**config.mk**
```make
export PLATFORM = sky130hd
export DESIGN_NAME = zigzag_row_reorder_unit
export DESIGN_NICKNAME = d
export VERILOG_FILES = /design/src/rtl/zzr_pkg.sv /design/src/rtl/zzr_ctrl.sv /design/src/rtl/zzr_datapath.sv /design/src/rtl/zigzag_row_reorder_unit.sv
export SDC_FILE = /design/constraint.sdc
export NUM_CORES = 1
export LEC_CHECK = 0
export CORE_MARGIN = 1
export CORE_UTILIZATION = 58
export DETAILED_ROUTE_END_ITERATION = 10
export DONT_BUFFER_PORTS = 1
export PLACE_DENSITY = 0.74
export SETUP_SLACK_MARGIN = 0.1
export SYNTH_ARGS = -nofsm -noshare
export SYNTH_HDL_FRONTEND = slang
export SYNTH_SLANG_ARGS = --single-unit
```
**constraint.sdc**
```tcl
create_clock -name clk_i -period 17.7 [get_ports clk_i]
set_clock_uncertainty 0.2 [all_clocks]
set_input_delay 4.425 -clock clk_i [delete_from_list [all_inputs] [get_ports clk_i]]
set_output_delay 4.425 -clock clk_i [all_outputs]
set_load 0.03 [all_outputs]
```
**src/rtl/zzr_pkg.sv**
```systemverilog
// shared types and constants of the zigzag row reorder unit
`timescale 1ns / 1ps

package zzr_pkg;

  localparam int unsigned CHAR_W = 8;
  localparam int unsigned ROWS_W = 7;
  localparam int unsigned STEP_W = 8;

  typedef struct packed {
    logic [CHAR_W-1:0] char_in;
    logic              is_last;
  } in_t;

  typedef struct packed {
    logic [CHAR_W-1:0] char_out;
    logic              last_out;
    logic              truncated;
  } out_t;

  typedef enum logic [0:0] {
    ST_IDLE = 1'b0,
    ST_RUN  = 1'b1
  } ctrl_state_e;

  // commands from controller to datapath
  typedef struct packed {
    logic store;
    logic begin_run;
    logic issue;
    logic next_row;
    logic finish;
  } cmd_t;

  // status from datapath to controller
  typedef struct packed {
    logic in_range;
    logic final_item;
  } status_t;

endpackage

```
**src/rtl/zzr_ctrl.sv**
```systemverilog
// controller state machine: load / emit sequencing
`timescale 1ns / 1ps

module zzr_ctrl
  import zzr_pkg::*;
(
  input  logic    clk_i,
  input  logic    rst_ni,
  input  logic    start,
  input  logic    is_last_i,
  input  status_t status_i,
  output cmd_t    cmd_o,
  output logic    busy
);

  ctrl_state_e state_q, state_d;

  always_ff @(posedge clk_i or negedge rst_ni) begin
    if (!rst_ni) begin
      state_q <= ST_IDLE;
    end else begin
      state_q <= state_d;
    end
  end

  // next state
  always_comb begin
    state_d = state_q;
    unique case (state_q)
      ST_IDLE: begin
        if (start && is_last_i) state_d = ST_RUN;
      end
      ST_RUN: begin
        if (status_i.in_range && status_i.final_item) state_d = ST_IDLE;
      end
      default: state_d = ST_IDLE;
    endcase
  end

  // outputs
  always_comb begin
    cmd_o = '0;
    busy  = 1'b0;
    unique case (state_q)
      ST_IDLE: begin
        cmd_o.store     = start;
        cmd_o.begin_run = start && is_last_i;
      end
      ST_RUN: begin
        busy           = 1'b1;
        cmd_o.issue    = status_i.in_range;
        cmd_o.next_row = !status_i.in_range;
        cmd_o.finish   = status_i.in_range && status_i.final_item;
      end
      default: begin
        busy = 1'b0;
      end
    endcase
  end

endmodule

```
**src/rtl/zzr_datapath.sv**
```systemverilog
// datapath: byte buffer, fill count, zigzag index walker, result register
`timescale 1ns / 1ps

module zzr_datapath
  import zzr_pkg::*;
#(
  parameter int unsigned BUF_DEPTH = 64
) (
  input  logic              clk_i,
  input  logic              rst_ni,
  input  logic              cfg_we_i,
  input  logic [ROWS_W-1:0] cfg_wdata_i,
  input  in_t               in_i,
  input  cmd_t              cmd_i,
  output status_t           status_o,
  output logic              result_valid_o,
  output out_t              res_o
);

  localparam int unsigned AW    = (BUF_DEPTH > 1) ? $clog2(BUF_DEPTH) : 1;
  localparam int unsigned CNT_W = $clog2(BUF_DEPTH + 1);
  localparam int unsigned IDX_W = $clog2(BUF_DEPTH + 2 * (1 << STEP_W));

  typedef struct packed {
    logic [STEP_W-1:0] s0;
    logic [STEP_W-1:0] s1;
  } steps_t;

  // the two alternating steps of one row
  function automatic steps_t row_steps(input logic [ROWS_W-1:0] rows,
                                       input logic [ROWS_W-1:0] row);
    steps_t            st;
    logic [STEP_W-1:0] stride;
    begin
      stride = {rows - 1'b1, 1'b0};
      st.s0  = stride - {row, 1'b0};
      if (st.s0 == '0) st.s0 = stride;
      st.s1  = stride - st.s0;
      if (st.s1 == '0) st.s1 = stride;
      if (rows < ROWS_W'(2)) begin
        st.s0 = STEP_W'(1);
        st.s1 = STEP_W'(1);
      end
      row_steps = st;
    end
  endfunction

  logic [CHAR_W-1:0] mem [BUF_DEPTH];

  logic [ROWS_W-1:0] rows_q;
  logic [CNT_W-1:0]  fill_q, fill_d;
  logic              ovf_q, ovf_d;
  logic [ROWS_W-1:0] row_q, row_d;
  logic [IDX_W-1:0]  idx_q, idx_d;
  logic              sel_q, sel_d;
  logic [CNT_W-1:0]  k_q, k_d;
  steps_t            steps_q, steps_d;
  logic              valid_q;
  logic [CHAR_W-1:0] rd_data_q;
  logic              last_q;
  logic              trunc_q;
  logic              full;

  assign full = (fill_q == CNT_W'(BUF_DEPTH));

  assign status_o.in_range   = (idx_q < IDX_W'(fill_q));
  assign status_o.final_item = ((k_q + 1'b1) == fill_q);

  always_comb begin
    fill_d  = fill_q;
    ovf_d   = ovf_q;
    row_d   = row_q;
    idx_d   = idx_q;
    sel_d   = sel_q;
    k_d     = k_q;
    steps_d = steps_q;
    if (cmd_i.store) begin
      if (full) ovf_d = 1'b1;
      else fill_d = fill_q + 1'b1;
    end
    if (cmd_i.begin_run) begin
      row_d   = '0;
      idx_d   = '0;
      sel_d   = 1'b0;
      k_d     = '0;
      steps_d = row_steps(rows_q, '0);
    end
    if (cmd_i.issue) begin
      idx_d = idx_q + IDX_W'(sel_q ? steps_q.s1 : steps_q.s0);
      sel_d = !sel_q;
      k_d   = k_q + 1'b1;
    end
    if (cmd_i.next_row) begin
      row_d   = row_q + 1'b1;
      idx_d   = IDX_W'(row_d);
      sel_d   = 1'b0;
      steps_d = row_steps(rows_q, row_d);
    end
    if (cmd_i.finish) begin
      fill_d = '0;
      ovf_d  = 1'b0;
    end
  end

  always_ff @(posedge clk_i or negedge rst_ni) begin
    if (!rst_ni) begin
      rows_q  <= ROWS_W'(1);
      fill_q  <= '0;
      ovf_q   <= 1'b0;
      row_q   <= '0;
      idx_q   <= '0;
      sel_q   <= 1'b0;
      k_q     <= '0;
      steps_q <= '0;
      valid_q <= 1'b0;
    end else begin
      if (cfg_we_i) rows_q <= cfg_wdata_i;
      fill_q  <= fill_d;
      ovf_q   <= ovf_d;
      row_q   <= row_d;
      idx_q   <= idx_d;
      sel_q   <= sel_d;
      k_q     <= k_d;
      steps_q <= steps_d;
      valid_q <= cmd_i.issue;
    end
  end

  // buffer write and registered read
  always_ff @(posedge clk_i) begin
    if (cmd_i.store && !full) mem[fill_q[AW-1:0]] <= in_i.char_in;
    if (cmd_i.issue) begin
      rd_data_q <= mem[idx_q[AW-1:0]];
      last_q    <= status_o.final_item;
      trunc_q   <= ovf_q;
    end
  end

  assign result_valid_o = valid_q;
  assign res_o.char_out  = rd_data_q;
  assign res_o.last_out  = last_q;
  assign res_o.truncated = trunc_q;

endmodule

```
**src/rtl/zigzag_row_reorder_unit.sv**
```systemverilog
// top level of the zigzag (rail fence) row reorder unit
`timescale 1ns / 1ps
//
// channel  | ports                          | handshake
// ---------+--------------------------------+---------------------------------
// input    | item_i (char_in, is_last)      | accepted when start && !busy
// result   | res_o (char_out, last_out,     | one cycle, marked by
//          |        truncated)              | result_valid_o, no back-pressure
// config   | cfg_wdata_i (num_rows)         | written when cfg_we_i is high
//
// a byte without is_last is only written into the buffer
// an item with is_last starts a run: one buffer read per emitted byte, plus
// an idle step at the end of every row before the one holding the final byte,
// where the index has run past the string; busy stays high for the whole run,
// and with zero or one row there are no idle steps
// each result appears in the output register in the cycle after its buffer read
// reset clears the fill count, the overflow flag and the controller;
// num_rows returns to one row, buffer contents are not cleared
//
module zigzag_row_reorder_unit
  import zzr_pkg::*;
#(
  parameter int unsigned BUF_DEPTH = 64
) (
  input  logic              clk_i,
  input  logic              rst_ni,
  // input items
  input  logic              start,
  output logic              busy,
  input  in_t               item_i,
  // results
  output logic              result_valid_o,
  output out_t              res_o,
  // configuration
  input  logic              cfg_we_i,
  input  logic [ROWS_W-1:0] cfg_wdata_i
);

  cmd_t    cmd;
  status_t status;

  // controller: idle while loading, runs the zigzag walk after the last byte
  zzr_ctrl u_ctrl (
    .clk_i     (clk_i),
    .rst_ni    (rst_ni),
    .start     (start),
    .is_last_i (item_i.is_last),
    .status_i  (status),
    .cmd_o     (cmd),
    .busy      (busy)
  );

  // datapath: buffer, row and index walker, result register
  zzr_datapath #(
    .BUF_DEPTH (BUF_DEPTH)
  ) u_datapath (
    .clk_i          (clk_i),
    .rst_ni         (rst_ni),
    .cfg_we_i       (cfg_we_i),
    .cfg_wdata_i    (cfg_wdata_i),
    .in_i           (item_i),
    .cmd_i          (cmd),
    .status_o       (status),
    .result_valid_o (result_valid_o),
    .res_o          (res_o)
  );

endmodule

```
==> run metrics <==
status complete, but fails checks; failing checks DRC; footprint of the multi-input gates just under 7000 um2; core box area 41000 um2; dominant cell type by area after synthesis edfxtp_1; Critical Path Most Common Cell ha_1; vias per cell approximately 6.5; number of placed cells counting well taps 1778; Flop pwr share 0.390; die height about 210 um; n_diodes 0; initial antenna violation count 2; share of synthesized registers carrying an async set or reset 0.0984; syn_nets approximately 1.4k; minimum clock period after layout roughly 6.5 ns; CP max stage delay about 0.58 ns; gr ovfl total 0; Max-Slew Margin vs Limit 0.165; Comb power frac 0.348; vias 12.3k; most common cell in the synthesized netlist edfxtp_1; switching part of the total power 0.330; PwrDens 166 nW/um2; top cells by area, synth edfxtp_1 (65%), mux4_2 (16%), dfrtp_1 (5.8%); CTS tree built; share of the synthesized area in the top cell type 0.646; worst r2r src u_datapath.rows_q[0]; drt drc 4; reg-to-reg endpoint u_datapath.steps_q[2]; achievable frequency ~150 MHz; Cell variety after synth 66; number of synthesized register bits 579; Finished Layout Cells 1882; Hold Path Class flop to flop; crit end category flop; slew of the pin with the lowest slew margin 1.24 ns; number of global-route vias before repair about 12k; Fillers roughly 2.7k; hold endpoint u_datapath.steps_q[11]; IO Port Bufs 0; Syn-to-layout area delta 9.38%; Final HPWL DP roughly 32000 um; largest net degree at the start of global routing 65; P_leak approximately 0.0087 uW; Avg Cell Area, Syn 18.7 um2; WL per Instance 28.1 um; Initial Utilization 0.591; family with the most delay on the worst path simple AND/OR/NAND/NOR gates; P_sw approximately 1500 uW; Skew-Pair Late Insertion Delay around 0.62 ns; htree depth 2; Post-Syn Area 24300 um2; # IOs 32; Crit Path Class flop to flop; Design Power 4410 uW; cell count of the worst reg-to-reg path 20; worst path cell trace inv_1, ha_1, xor2_1, ha_1, a21oi_1, inv_1, maj3_1, a22o_1, a32oi_2, nor3b_4, mux2i_1, ha_1, nor2b_1, o21ai_0, nor2b_1, nand2_1, a2bb2oi_1, a21o_1, or4b_4, o31ai_2; number of setup buffers added after CTS 0; VDD IR max a little under 0.1 mV; final antenna-violating net count 0; die area around 43000 um2; Clk pwr share 0.262; Root Buffer clkbuf_16; # setup viols final 0; DRT iter0 DRCs between 1k and 1.5k; min-delay src u_datapath.steps_q[11]; die width about 210 um; PostCTS Resize Cnt 0; CTS buffer count 56; final worst-path cycle share 0.369; CTS max path bufs 3; Slowest-stage cell, CP dfstp_2; setup TNS 0 ns; P_int ~3000 uW; Hold-fix buffers, CTS 0; Startpoint Class flop; WP data arrival around 6.8 ns; register area around 17000 um2; max-slew violations 0; reg-to-reg slack, setup 11.17 ns; GP Congestion between 0.8 and 0.9; Cells after Synth approximately 1.3k; wirelength, routed between 50000 and 60000 um; clock sinks about 580; share of cells above drive strength 1 0.215; worst path buffer plus inverter count 2; # rows 74; MaxCap Viol Count 0; list of most frequent post-synthesis cells edfxtp_1 (522), mux4_2 (168), nor2_1 (95), dfrtp_1 (56), clkbuf_1 (45); Worst Path Max Fanout 12; EDFF count, synth between 500 and 600; yosys warns 0; Pre-antenna DRT Iters 8; nets approximately 1.4k; register area share after synthesis 0.705; Hold Fails Final Rpt 0; Worst-path clk slew roughly 0.060 ns; first-pass GRT wire length around 79000 um; Most used DFF post-synth edfxtp_1; gr usage total 0.260; hold path cells 2; Critical Path RT 18.00 ns; WHS roughly 0.28 ns; unrepaired setup endpoints after global routing false
## worst min-delay path, delay by kind of cell, from the launching register on
family          cells  cell delay, ns
flops               1            0.34
simple gates        1            0.04
compound gates      1            0.07
## worst max-delay path by stage
stage                              start               endpoint  slack (ns)  cells after the start
global placement                   start  u_datapath.mem[31][1]       11.03                      3
finish              u_datapath.rows_q[0]  u_datapath.steps_q[2]       11.17                     20
CTS                 u_datapath.rows_q[0]  u_datapath.steps_q[2]       11.30                     20
detailed placement                 start  u_datapath.mem[31][1]       10.91                      3
global route        u_datapath.rows_q[0]  u_datapath.steps_q[2]       10.87                     20
floorplan                          start   u_datapath.mem[7][0]       11.37                      3
## cell usage in the layout, fill, tap and decap left out, types with 21 or more instances in the layout
| cell | instances |
|---|---|
| edfxtp_1 | 522 |
| mux4_2 | 168 |
| nand2_1 | 41 |
| ha_1 | 28 |
| a21oi_1 | 21 |
| nand3_1 | 34 |
| xnor2_1 | 23 |
| o21ai_0 | 40 |
| dfrtp_1 | 53 |
| nor2_1 | 95 |
| clkbuf_16 | 57 |
| inv_1 | 27 |
## per-stage QoR
| step | util | setup WS [ns] | instance area (um2) |
|---|---|---|---|
| floorplan | - | 11.37 | 24300 |
| global placement | 0.604 | 11.03 | 24800 |
| detailed placement | 0.604 | 10.91 | 24800 |
| CTS | 0.647 | 11.30 | 26500 |
| global route | 0.647 | 10.87 | 26500 |
| finish | 0.647 | 11.17 | 26500 |
## registers in the layout (all words and copies together), names as in the netlist
register and count:
u_datapath.last_q 1, u_datapath.k_q 7, u_ctrl.state_q 1, u_datapath.rd_data_q 8, u_datapath.trunc_q 1, u_datapath.mem 512, u_datapath.idx_q 10, u_datapath.rows_q 7
u_datapath.result_valid_o 1, u_datapath.row_q 7, u_datapath.fill_q 7, u_datapath.sel_q 1, u_datapath.ovf_q 1, u_datapath.steps_q 15
## layout make-up
| class | instances | area share |
|---|---|---|
| clock inverter | 33 | 0.0103 |
| tap | 532 | 0.0251 |
| sequential | 579 | 0.645 |
| multi-input combinational | 624 | 0.256 |
| timing repair buffer | 12 | 0.00340 |
| inverter | 31 | 0.00439 |
| clock buffer | 71 | 0.0561 |
## metal layers
layer / GRT usage / part of all wire / vias up
met2: 0.401 / 0.48 / 565
met4: 0.0769 / 0.024 / 0
met5: 0 / 0 / -
li1: - / - / 5260
met3: 0.0653 / 0.094 / 80
met1: 0.372 / 0.40 / 6367
## cells by family (layout without fill, tap and decap cells)
kind of cell / count (synthesis) / count (layout) / share of synthesized area
buffers and inverters: 97 / 147 / 0.0156
adder cells (fa/ha/maj): 32 / 32 / 0.0173
AND/OR/NAND/NOR: 226 / 226 / 0.0434
multiplexers: 186 / 186 / 0.164
flip-flops: 579 / 579 / 0.705
XOR/XNOR: 43 / 43 / 0.0167
AO/OA/AOI/OAI: 137 / 137 / 0.0377
## power by group through the flow
stage	combinational, uW	sequential [uW]	clock (uW)
3_5_place_dp	1520	1750	0
2_1_floorplan	1200	1660	0
3_3_place_gp	1490	1750	0
4_1_cts	1540	1720	1170
6_report	1530	1720	1150
5_1_grt	1660	1730	1210
Note: power is estimated with default switching activity, not from simulation.
